==> src/rtl/gfbi_pkg.sv <==
// Shared constants, types and saturation helper for the bilinear interpolation unit.
package gfbi_pkg;

  localparam int FRAC_BITS   = 16;
  localparam int SAMPLE_BITS = 16;

  localparam int V_W          = 32;
  localparam int DEC_PROD_W   = SAMPLE_BITS + V_W;
  localparam int WIDE_W       = DEC_PROD_W + 1;
  localparam int TERM_W       = V_W + 3;
  localparam int TERM_PROD_W  = TERM_W + FRAC_BITS + 1;
  localparam int ACC_W        = V_W + 5;
  localparam int CFG_IDX_W    = 2;

  localparam logic [CFG_IDX_W-1:0] REG_MISSING_CODE = CFG_IDX_W'(0);
  localparam logic [CFG_IDX_W-1:0] REG_SCALE        = CFG_IDX_W'(1);
  localparam logic [CFG_IDX_W-1:0] REG_OFFSET       = CFG_IDX_W'(2);

  localparam logic signed [TERM_PROD_W-1:0] TERM_HALF =
    TERM_PROD_W'(1) << (FRAC_BITS - 1);

  typedef struct packed {
    logic signed [V_W-1:0] val;
    logic                  sat;
  } clip_t;

  typedef struct packed {
    logic signed [V_W-1:0] val;
    logic                  sat;
    logic                  miss;
  } dec_t;

  function automatic clip_t clip32(input logic signed [WIDE_W-1:0] x);
    clip_t c;
    if (&x[WIDE_W-1:V_W-1] || ~|x[WIDE_W-1:V_W-1]) begin
      c.val = x[V_W-1:0];
      c.sat = 1'b0;
    end else if (x[WIDE_W-1]) begin
      c.val = {1'b1, {(V_W-1){1'b0}}};
      c.sat = 1'b1;
    end else begin
      c.val = {1'b0, {(V_W-1){1'b1}}};
      c.sat = 1'b1;
    end
    return c;
  endfunction

endpackage

==> src/rtl/gfbi_decode_lane.sv <==
// Corner decode lane: missing test, offset + sample * scale, clip to 32 bits.
module gfbi_decode_lane
  import gfbi_pkg::*;
(
  input  logic                          clk,
  input  logic signed [SAMPLE_BITS-1:0] sample,
  input  logic signed [SAMPLE_BITS-1:0] missing_code,
  input  logic signed [V_W-1:0]         scale,
  input  logic signed [V_W-1:0]         offset,
  output dec_t                          result
);

  logic signed [DEC_PROD_W-1:0] prod;
  logic                         miss;
  logic signed [WIDE_W-1:0]     sum;
  clip_t                        clipped;

  always_ff @(posedge clk) begin
    prod <= DEC_PROD_W'(sample) * DEC_PROD_W'(scale);
    miss <= (sample == missing_code);
  end

  always_comb begin
    sum     = WIDE_W'(prod) + WIDE_W'(offset);
    clipped = clip32(sum);
  end

  always_ff @(posedge clk) begin
    result.val  <= clipped.val;
    result.sat  <= clipped.sat;
    result.miss <= miss;
  end

endmodule

==> config.mk <==
export PLATFORM = sky130hd
export DESIGN_NAME = gfbi_decode_lane
export DESIGN_NICKNAME = d
export VERILOG_FILES = /design/src/rtl/gfbi_pkg.sv /design/src/rtl/gfbi_decode_lane.sv
export SDC_FILE = /design/constraint.sdc
export NUM_CORES = 2
export LEC_CHECK = 0
export BUFFER_PORTS_ARGS = -buffer_cell sky130_fd_sc_hd__buf_2
export CAP_MARGIN = 20
export CORE_MARGIN = 3
export CORE_UTILIZATION = 60
export CTS_BUF_LIST = sky130_fd_sc_hd__clkbuf_8
export CTS_CLUSTER_DIAMETER = 80
export DETAILED_ROUTE_END_ITERATION = 8
export PLACE_DENSITY = 0.86
export SLEW_MARGIN = 20
export SYNTH_ARGS = -nofsm -noshare
export SYNTH_HDL_FRONTEND = slang
export SYNTH_SLANG_ARGS = --single-unit
export TNS_END_PERCENT = 1
==> constraint.sdc <==
create_clock -name clk -period 22.2 [get_ports clk]
set_input_delay 4.44 -clock clk [delete_from_list [all_inputs] [get_ports clk]]
set_output_delay 4.44 -clock clk [all_outputs]
set_load 0.02 [all_outputs]
# Yosys cells after proc, flatten, opt, wreduce, memory -nomap -nowiden
# Index checks and enable logic that the tools add are counted.
# word_totals
regBits	83
in_bits	97
out_inout_bits	34
wordCells	14
# op_classes
addsub	1
multipliers	1
n_eq_ne	1
n_mux	2
n_reduce_logical	4
# ops
operator	count
two-way mux 33 bit	2
adder 48 x 32 -> 49 bit	1
multiplier 16 x 32 -> 48 bit	1
AND reduction 18 bit	1
OR reduction 18 bit	1
== test 16 bit	1
logical NOT 1 bit	1
logical OR 1 bit	1

# Logic depth before layout (Yosys ltp)
# depth
word_depth	5
ltp_mapped	27
ltp_nobuf	25

# Worst setup path after synthesis
# Ideal clock, no wire load.
# synth_path
path_kind	input port to flip-flop
from	in sample[7]
to	reg prod[42]
arrival_ps	10690
path_slack_ps	11438
stages	25
n_path_buf	2
cell_sequence	clkbuf_1 -> clkbuf_1 -> nand2_1 -> fa_1 -> inv_1 -> fa_1 -> inv_1 -> fa_1 -> inv_1 -> fa_1 -> fa_1 -> inv_1 -> fa_1 -> inv_1 -> ha_1 -> nand4_1 -> inv_1 -> nand2_1 -> o31ai_1 -> a31o_2 -> a21oi_1 -> o31ai_1 -> a31oi_1 -> o41ai_1 -> xnor2_1
# synth_between
elab_chain_len	1
# synth_rtl
item	line_no	rtl
from (decl)	gfbi_decode_lane.sv:6	input logic signed [SAMPLE_BITS-1:0] sample,
multiplier 16 x 32 -> 48 bit	gfbi_decode_lane.sv:19	prod <= DEC_PROD_W'(sample) * DEC_PROD_W'(scale);
to (signal assigned)	gfbi_decode_lane.sv:19	
to (decl)	gfbi_decode_lane.sv:13	logic signed [DEC_PROD_W-1:0] prod;
# No other way between the ends.
# A chain may end at the register's enable or synchronous reset.

# Worst setup path in the final report
# Ends and elaborated chain as after synthesis.

==> results.yml <==
outcome:
  status: "finished, final reports clean"
timing:
  max_freq_ghz: 0.0856
  fin_skew_ns: 0.0159
  fin_crit_sh: 0.526
  setup_tns_ns: 0
  slew_violations: 0
  setup_viol_count_final: 0
  min_period_ns: 11.68
  slew_headroom: 0.339
  timing.final.hold_violations: 0
  grt_setup_unrepaired: "no"
  worst_slew_pin_slew_ns: 0.982
setup_path:
  cp.arrival_ns: 11.97
  worst-path-max-fanout: 33
  critPathCaptureType: "register"
  required_ns: 22.49
  critPathBufInv: 7
  crit_family: "adder cells"
  worst_path_max_delay_cell: "buf_2"
  start_kind: "primary input"
  cp_slowest_stage_delay_ns: 0.69
  path_class: "in2reg"
  rrSetupSlack_ns: 17.89
  cp_cell_sequence: "buf_2 > nand2_1 > fa_1 > inv_1 > fa_1 > inv_1 > fa_1 > inv_1 > fa_1 > fa_1 > inv_1 > fa_1 > inv_1 > ha_1 > nand4_1 > inv_1 > nand2_1 > o31ai_1 > a31o_2 > a21oi_1 > o31ai_1 > a31oi_1 > o41ai_1 > xnor2_1"
clock_tree:
  clk_path_buf_depth: 2
  postCtsResizedCells: 0
  htree_num_levels: 3
  clock_sinks: 83
  root_buffer: "clkbuf_8"
  numCtsBuffers: 9
  cts_tree: "done"
  path_clk_slew_ns: 0.08
  post_cts_buffers: 0
  postCtsHoldBufs: 0
  clkLatencyLatePin_ns: 0.36
place:
  place_hpwl_mm: 49.7
  port_buffers: 130
  gp_congestion: 0.962
synthesis:
  ys_seq_area_frac: 0.0705
  synth_nets: 3468
  synth_commonest_cells: "587 x inv_1, 487 x fa_1, 355 x nand2_1"
  synth-edff-count: 0
  syn_area_per_cell_um2: 8.65
  syn-cell-area_um2: 23600
  yosysTopAreaCell: "fa_1"
  ys_dominant_reg_cell: "dfxtp_1"
  syn_inst: 2722
  synth_top_area_share: 0.414
  yosys_warnings: 0
  synth-seq-cells: 83
  synthArstFlopShare: 0
  synth_cell_types: 85
  netlist_top_cells_area: "fa_1 41%, inv_1 9.4%, ha_1 8.6%"
  synth.most_common_cell: "inv_1"
floorplan:
  coreArea_um2: 38200
  fp.dieArea_um2: 41700
  die_x_um: 204
  boundaryPins: 131
  dieHeight_um: 204
  row_count: 71
  start_util: 0.617
routing:
  via_per_inst: 5.85
  drt_wl_total_mm: 62.1
  post_drt_wl_per_cell_um: 19.0
  ant_nets: 0
  drtIter0Drc: 1505
  drt_first_pass_iters: 5
  drcViolationCount: 0
  dr_total_vias: 19100
global_routing:
  track_usage: 0.310
  grt_max_degree: 34
  grt_remaining_overflow: 0
  grt_pass1_vias: 20600
  antenna_found_initial: 1
  grt_pass1_wl_mm: 103
hold_path:
  hold_path.class: "reg2reg"
layout:
  n_fill_cell: 3137
  final_nets: 3491
  syn_to_final_growth_pct: 4.14
  drive_above_1_share: 0.0731
job:
  max-cap-violations: 0
## placed cells by master (no fill, tap or decap), types with 22 or more instances in the layout
cell type  Yosys  layout
xnor2_1       71      71
nand4_1       29      29
buf_2         18     130
nand2_1      355     355
nand3_1       22      22
a21oi_1       92      92
xor2_1        29      29
o21ai_0       62      62
nor3_1        23      23
ha_1         162     162
o21bai_1      25      25
nor2_1       100     100
a21o_1        48      48
fa_1         487     487
dfxtp_1       83      83
and2_1       216     216
inv_1        587     589
## per-stage QoR
step	setup slack (ns)	hold slack (ns)	utilization	instance area [um^2]	instances
global route	10.07	0.335	0.642	24500	3261
floorplan	11.44	0.310	-	23600	2722
global placement	10.53	0.314	0.637	24300	3245
finish	10.52	0.330	0.642	24500	3261
detailed placement	10.26	0.319	0.637	24300	3245
CTS	10.63	0.324	0.642	24500	3260
## kinds of logic (layout without fill, tap and decap cells)
kind of cell    Yosys count  after routing  synth area share
buf+inv                 708            735             0.116
xor+xnor                100            100            0.0372
fa+ha+maj               649            649             0.500
flops                    83             83            0.0705
simple gates            813            813             0.169
mux                       3              3           0.00128
other cells               0              1                 0
compound gates          366            366             0.105
## layout make-up
class,instances,area (um^2),area share
Multi-Input combinational cell,1931,19100,0.781
Inverter,589,2210,0.0901
Sequential cell,83,1660,0.0677
Timing Repair Buffer,131,658,0.0268
Tap cell,511,639,0.0261
Clock buffer,9,124,0.00505
Clock inverter,6,83.8,0.00342
Antenna cell,1,2.50,0.000102
## flip-flops by register name, summed over array words and instances, names as in the netlist
name / flops
miss: 1
prod: 48
result: 34
## path summary, 6_finish.rpt
check,endpoint,depth (start not counted),startpoint
worst min-delay path,result[0],0,miss
worst max-delay path,prod[42],24,sample[7]
worst min register to register,result[0],0,miss
worst max register to register,result[13],14,prod[0]
## layer usage
layer | GRT usage | up-vias | wire [um]
met5 | 0 | - | 0
met3 | 0.0645 | 207 | 6630
met1 | 0.411 | 9382 | 24300
met4 | 0.104 | 0 | 2170
li1 | - | 8381 | -
met2 | 0.511 | 1100 | 28900
Power is not shown: default switching activity piles up to over one toggle a cycle in this logic, so the estimate is an artifact.
