==> config.mk <==
export PLATFORM = sky130hd
export DESIGN_NAME = gfbi_term_lane
export DESIGN_NICKNAME = d
export VERILOG_FILES = /design/src/rtl/gfbi_pkg.sv /design/src/rtl/gfbi_term_lane.sv
export SDC_FILE = /design/constraint.sdc
export NUM_CORES = 1
export LEC_CHECK = 0
export BUFFER_PORTS_ARGS = -buffer_cell sky130_fd_sc_hd__buf_2
export CAP_MARGIN = 20
export CORE_MARGIN = 3
export CORE_UTILIZATION = 65
export CTS_CLUSTER_DIAMETER = 50
export CTS_CLUSTER_SIZE = 8
export DETAILED_ROUTE_END_ITERATION = 7
export PLACE_DENSITY_LB_ADDON = 0.2
export SKIP_CTS_REPAIR_TIMING = 1
export SLEW_MARGIN = 0
export SYNTH_ARGS = -nofsm -noshare
export SYNTH_HDL_FRONTEND = slang
export SYNTH_SLANG_ARGS = --single-unit
==> constraint.sdc <==
create_clock -name clk -period 7.5 [get_ports clk]
set_input_delay 0.375 -clock clk [delete_from_list [all_inputs] [get_ports clk]]
set_output_delay 0.375 -clock clk [all_outputs]
set_load 0.005 [all_outputs]
==> src/rtl/gfbi_pkg.sv <==
// Shared constants, types and saturation helper for the bilinear interpolation unit.
package gfbi_pkg;

  localparam int FRAC_BITS   = 16;
  localparam int SAMPLE_BITS = 16;

  localparam int V_W          = 32;
  localparam int DEC_PROD_W   = SAMPLE_BITS + V_W;
  localparam int WIDE_W       = DEC_PROD_W + 1;
  localparam int TERM_W       = V_W + 3;
  localparam int TERM_PROD_W  = TERM_W + FRAC_BITS + 1;
  localparam int ACC_W        = V_W + 5;
  localparam int CFG_IDX_W    = 2;

  localparam logic [CFG_IDX_W-1:0] REG_MISSING_CODE = CFG_IDX_W'(0);
  localparam logic [CFG_IDX_W-1:0] REG_SCALE        = CFG_IDX_W'(1);
  localparam logic [CFG_IDX_W-1:0] REG_OFFSET       = CFG_IDX_W'(2);

  localparam logic signed [TERM_PROD_W-1:0] TERM_HALF =
    TERM_PROD_W'(1) << (FRAC_BITS - 1);

  typedef struct packed {
    logic signed [V_W-1:0] val;
    logic                  sat;
  } clip_t;

  typedef struct packed {
    logic signed [V_W-1:0] val;
    logic                  sat;
    logic                  miss;
  } dec_t;

  function automatic clip_t clip32(input logic signed [WIDE_W-1:0] x);
    clip_t c;
    if (&x[WIDE_W-1:V_W-1] || ~|x[WIDE_W-1:V_W-1]) begin
      c.val = x[V_W-1:0];
      c.sat = 1'b0;
    end else if (x[WIDE_W-1]) begin
      c.val = {1'b1, {(V_W-1){1'b0}}};
      c.sat = 1'b1;
    end else begin
      c.val = {1'b0, {(V_W-1){1'b1}}};
      c.sat = 1'b1;
    end
    return c;
  endfunction

endpackage

==> src/rtl/gfbi_term_lane.sv <==
// Rounded fractional term: floor((x * t + half) / 2^FRAC_BITS), one register stage.
module gfbi_term_lane
  import gfbi_pkg::*;
(
  input  logic                     clk,
  input  logic signed [TERM_W-1:0] x,
  input  logic [FRAC_BITS-1:0]     t,
  output logic signed [TERM_W-1:0] r
);

  logic signed [TERM_PROD_W-1:0] prod;

  always_ff @(posedge clk) begin
    prod <= TERM_PROD_W'(x) * TERM_PROD_W'($signed({1'b0, t})) + TERM_HALF;
  end

  assign r = TERM_W'(prod >>> FRAC_BITS);

endmodule

# Yosys cells after proc, flatten, opt, wreduce, memory -nomap -nowiden
# Cells that the tools add are included.
# op_classes
n_mul	1
add_sub_neg	1
# op_table
cell	count
adder 51 x 17 -> 51 bit (second input constant)	1
multiplier 35 x 17 -> 51 bit	1
# totals
wordCells	3
out_inout_bits	35
register_bits	51

# Logic depth before layout (Yosys ltp)
# Gate-level depths: netlist of run 1.
# depth
depth_word	2
mapped_depth	26
depth_no_buf	23

# Worst setup path after synthesis of run 1
# No wires, ideal clock.
# synth_path
kind	input to register
from	input t[8]
to	register prod[50]
stages	20
t_required_ns	7.428
path_slack_ns	1.610
setup_ns	0.072
arrival_time_ns	5.818
cell_sequence	clkbuf_1 clkbuf_1 nand2_1 fa_1 inv_1 fa_1 inv_1 fa_1 inv_1 fa_1 fa_1 fa_1 ha_1 clkbuf_1 a21o_1 a21oi_1 o221ai_1 or2_2 a31oi_2 xnor2_1
# synth_between
elab_chain_cells	2
# synth_lines
item	line	rtl
start, declared	gfbi_term_lane.sv:7	input logic [FRAC_BITS-1:0] t,
multiplier 35 x 17 -> 51 bit	gfbi_term_lane.sv:14	prod <= TERM_PROD_W'(x) * TERM_PROD_W'($signed({1'b0, t})) + TERM_HALF;
adder 51 x 17 -> 51 bit	gfbi_term_lane.sv:14	
end signal, assigned	gfbi_term_lane.sv:14	
end, declared	gfbi_term_lane.sv:11	logic signed [TERM_PROD_W-1:0] prod;
# Every way passes these cells.

# Worst setup path in the final report of run 1
# layout_path
from	input t[2]
to	register prod[45]
# Same word-level chain as after synthesis.

==> flow_summary.ini, run 1 <==
[synth]
syn-cell-area_sq_um = 20400
synth_ff_type = dfxtp_1
synth_nets = 2979
synth-seq-cells = 35
ys_seq_area_frac = 0.0343
synthCells = 2254
ys_types = 60
ys_warn_count = 0
synth_area_per_cell_sq_um = 9.07
synth_edf_count = 0
async_flop_share = 0

[route]
vias = 14756
wl_mm = 48.9
viasPerCell = 5.58
drcViolationCount = 0
wl_per_cell_microns = 18.5
drtIter0Drc = 842
ant_nets = 0
dr.pass1.iters = 5

[worst_setup_path]
critical_path_arrival_ps = 6850
cp-endpoint = prod[45]
required_ps = 7730
critPathMaxFanout = 35
crit_path_start = t[2]
path_class = in -> reg
startpoint_type = input port
end_kind = register

[cells_and_area]
regMostFlops = prod
layout-area-overhead-vs-synth_pct = 3.53
top_regs = prod: 35 flops
diodes = 0
largest_reg_flops = 35
drive_above_1_share = 0.0543
nets = 2972

[clock_network]
clock-sinks = 35
clk_path_buf_depth = 2
htreeDepth = 2
clk_pin_slew_worst_paths_ps = 60
root_buffer = clkbuf_16
cts_tree = done
cts_buffers = 5

[die]
dieWidth_microns = 183
ios = 87
die_area_sq_um = 33600
die_y_microns = 183
core_area_sq_um = 30800
initial_core_util = 0.663
rows = 64

[run]
max_cap_viol_count = 0

[sta]
rsz0062_at_grt = false
fin_crit_sh = 0.882
fmax_mhz = 151
slew_viol_final = 0
finalHoldViolations = 0
final-setup-viol-count = 0
slew_headroom = 0.418
fin_crit_ps = 6610
tightest_slew_ps = 873
tns_ps = 0

[placed_design]
port_buffers = 86
gp_congestion = 0.905
dpl.hpwl_mm = 40.0

[global_routing]
overflow = 0
antenna_found_initial = 1
grt_max_degree = 36
grt_usage = 0.315
grt_pass1_wl_mm = 83.4
grt_pass1_vias = 16423

[status]
outcome = finished, final reports clean

[hold_path]
hold_path.class = reg -> out
[stage by stage]
step                setup slack (ps)   util  instances  hold slack (ps)  instance area, sq um
global placement                 723  0.681       2635              754                 21000
finish                           886  0.686       2643             1060                 21200
floorplan                       1610      -       2254              659                 20400
global route                     653  0.686       2643             1090                 21200
CTS                              973  0.686       2642             1080                 21200
detailed placement               655  0.681       2635              751                 21000
[cells in the final DEF, fill, tap and decap left out, types with 7 or more instances in the layout]
cell	n
nor2_1	24
nand4_1	16
a21oi_1	47
inv_1	589
and2_1	287
dfxtp_1	35
nand2_1	298
xnor2_1	32
a31oi_1	7
buf_2	86
xor2_1	14
buf_4	7
o21ai_0	22
a21o_1	26
ha_1	148
fa_1	525
[cell type report]
class                      instances  area, sq um
multi-input combinational       1522        17100
fill                            2437         9670
inverter                         589         2210
sequential                        35          701
tap                              396          495
timing repair buffer              94          490
clock buffer                       5          125
clock inverter                     2         37.5
[how the worst min path moves through the flow]
stage | end | startpoint | slack [ps] | cells past startpoint
after detailed placement | r[31] | prod[47] | 750 | 1
after floorplan | r[0] | prod[16] | 660 | 0
after global placement | r[9] | prod[25] | 750 | 1
final | r[8] | prod[24] | 1060 | 1
after CTS | r[8] | prod[24] | 1080 | 1
after global routing | r[8] | prod[24] | 1090 | 1
[cell usage after synthesis, types with 2 or more instances]
library cell	n	area, sq um
a21o_1	26	195
inv_1	589	2210
a21oi_1	47	235
nor2_1	24	90.1
clkbuf_1	100	375
a31oi_2	2	25.0
nand2_1	298	1120
nor3_1	6	30.0
dfxtp_1	35	701
o211ai_2	2	25.0
xnor2_1	32	280
nand4_1	16	100
o21ai_0	22	110
o211ai_1	2	15.0
and2_1	287	1800
ha_1	148	1850
or3_1	2	12.5
nand3_1	6	30.0
a41oi_1	2	17.5
a211oi_1	3	22.5
a221oi_2	2	30.0
nor2b_1	5	31.3
o21bai_1	5	37.5
a31oi_1	7	43.8
o21a_1	2	15.0
o221ai_1	3	26.3
o21ai_2	4	35.0
fa_1	525	10500
nand2b_1	2	12.5
buf_2	5	25.0
buf_4	2	15.0
xor2_1	14	123
or2_2	2	12.5
[cell families (layout without fill, tap and decap cells)]
family          after synthesis  in the layout  share of synthesized area
xor+xnor                     46             46                     0.0197
buf+inv                     697            690                      0.129
simple gates                655            655                      0.161
compound gates              148            148                     0.0511
fa+ha+maj                   673            673                      0.605
flops                        35             35                     0.0343
[layer usage]
metal,vias to the layer above,share of wire,global-route usage
met5,-,0,0
met4,0,0.027,0.0814
met3,103,0.089,0.0686
met2,604,0.49,0.539
met1,7568,0.39,0.414
li1,6481,-,-
[worst max-delay path: stages]
cell and delay, ps:
buf_2 650, nand2_1 210, fa_1 560, fa_1 540, fa_1 520, inv_1 60
fa_1 450, fa_1 510, inv_1 50, fa_1 530, inv_1 50, ha_1 350
a21o_1 200, a21o_1 180, a21oi_1 200, nand3_1 120, o21ai_2 530, o311ai_2 260
a221oi_2 310, xnor2_1 140
Power of run 1 is not shown: default switching activity piles up to over one toggle a cycle in this logic, so the estimate is an artifact.
==> inputs of run 2 (changes only) <==
- CORE_MARGIN: 3 -> 8
==> run 2 against run 1 <==
Against the previous run: setup slack got worse by 150 ps; hold slack better by 3.9 ps; non-clock buffer count stayed put; global-route usage down 3.4 points; count of clock-buffer cells in the layout grew 1; routed wire length increased by 1.0%; sequential share of layout area unchanged; design area did not move; via count is 0.67% lower; critical path depth up 1; flip-flop and latch count unchanged; largest cell class unchanged.
==> flow_summary.ini, run 2 (synthesis gave the netlist of run 1 again) <==
[worst_setup_path]
cp_num_cells = 21
end_kind = register
crit_buf_inv = 5
crit_family = adder cells
startpoint_type = input port
path_class = in -> reg
critical_path_arrival_ps = 6950
required_ps = 7690
critPathMaxFanout = 35
crit_chain = buf_2 > and2_1 > fa_1 > inv_1 > fa_1 > fa_1 > inv_1 > fa_1 > fa_1 > inv_1 > fa_1 > inv_1 > ha_1 > nand2_1 > a21oi_1 > o2111ai_1 > a31oi_1 > o21ai_2 > o311ai_2 > a221oi_2 > xnor2_1
crit_top_cell = fa_1
max_stage_delay_ps = 640
cp_slowest_cell = buf_2

[sta]
finalHoldViolations = 0
final-setup-viol-count = 0
slew_viol_final = 0
slew_headroom = 0.420
fmax_mhz = 148
fin_crit_ps = 6760
fin_crit_sh = 0.902
timing.hold.ws_ps = 1070
tightest_slew_ps = 870
rsz0062_at_grt = false
tns_ps = 0

[cells_and_area]
layout-area-overhead-vs-synth_pct = 3.53
fillers = 2516
largest_reg_flops = 35
final_cell_mix = inv_1 (589), fa_1 (525), nand2_1 (298)
diodes = 0
post-route-util = 0.678
final_cells = 2650
nets = 2972
drive_above_1_share = 0.0547
top_regs = prod: 35 flops
regMostFlops = prod
final_common_cell = inv_1

[global_routing]
grt_pass1_vias = 16771
grt_pass1_wl_mm = 85.0
overflow = 0
antenna_found_initial = 1
grt_max_degree = 36
grt_usage = 0.281

[clock_network]
clk_path_buf_depth = 2
htreeDepth = 2
cts_buffers = 5
cts_tree = done
clock-sinks = 35
root_buffer = clkbuf_16
clk_pin_slew_worst_paths_ps = 60

[placed_design]
gp_congestion = 0.856
dp.cells = 2641
dpl.hpwl_mm = 40.8
port_buffers = 86

[route]
drtIter0Drc = 698
drcViolationCount = 0
ant_nets = 0
vias = 14657
viasPerCell = 5.53
dr.pass1.iters = 5
wl_mm = 49.4
wl_per_cell_microns = 18.6

[die]
die_y_microns = 193
initial_core_util = 0.654
die_area_sq_um = 37400
dieWidth_microns = 193
core_area_sq_um = 31200
rows = 65
ios = 87

[status]
outcome = finished, final reports clean

[run]
max_cap_viol_count = 0

[hold_path]
hold_path_depth = 1
hold_path.class = reg -> out
## run 2: changes by cell type in the layout (fill, tap and decap cells not counted), sizes merged
cell / previous run / this run
clkbuf: 6 / 7
clkinv: 0 / 1
bufinv: 1 / 0
## run 2: layout make-up
class / count / area (sq um) / share of cell area
sequential: 35 / 701 / 0.0331
timing repair buffer: 94 / 490 / 0.0232
clock inverter: 2 / 16.3 / 0.000769
clock buffer: 6 / 139 / 0.00656
multi-input combinational: 1522 / 17100 / 0.808
inverter: 589 / 2210 / 0.104
tap: 402 / 503 / 0.0238
## run 2: worst paths after layout
kind / startpoint / end / slack (ps)
max: t[3] / prod[45] / 740
min: prod[23] / r[7] / 1070
## run 2: metal layers
layer | track usage | vias up | share of wire | routed length, microns
li1 | - | 6482 | - | -
met1 | 0.348 | 7515 | 0.39 | 19300
met2 | 0.488 | 538 | 0.50 | 24700
met3 | 0.0621 | 120 | 0.081 | 3990
met4 | 0.0864 | 2 | 0.028 | 1390
met5 | 0 | - | 0.00022 | 11
## run 2: per-stage QoR
step | setup slack [ps] | area, sq um
5_1_grt | 526 | 21200
2_1_floorplan | 1610 | 20400
4_1_cts | 887 | 21200
3_3_place_gp | 656 | 21000
3_5_place_dp | 568 | 21000
6_report | 739 | 21200
Power of run 2 is left out for the same reason.
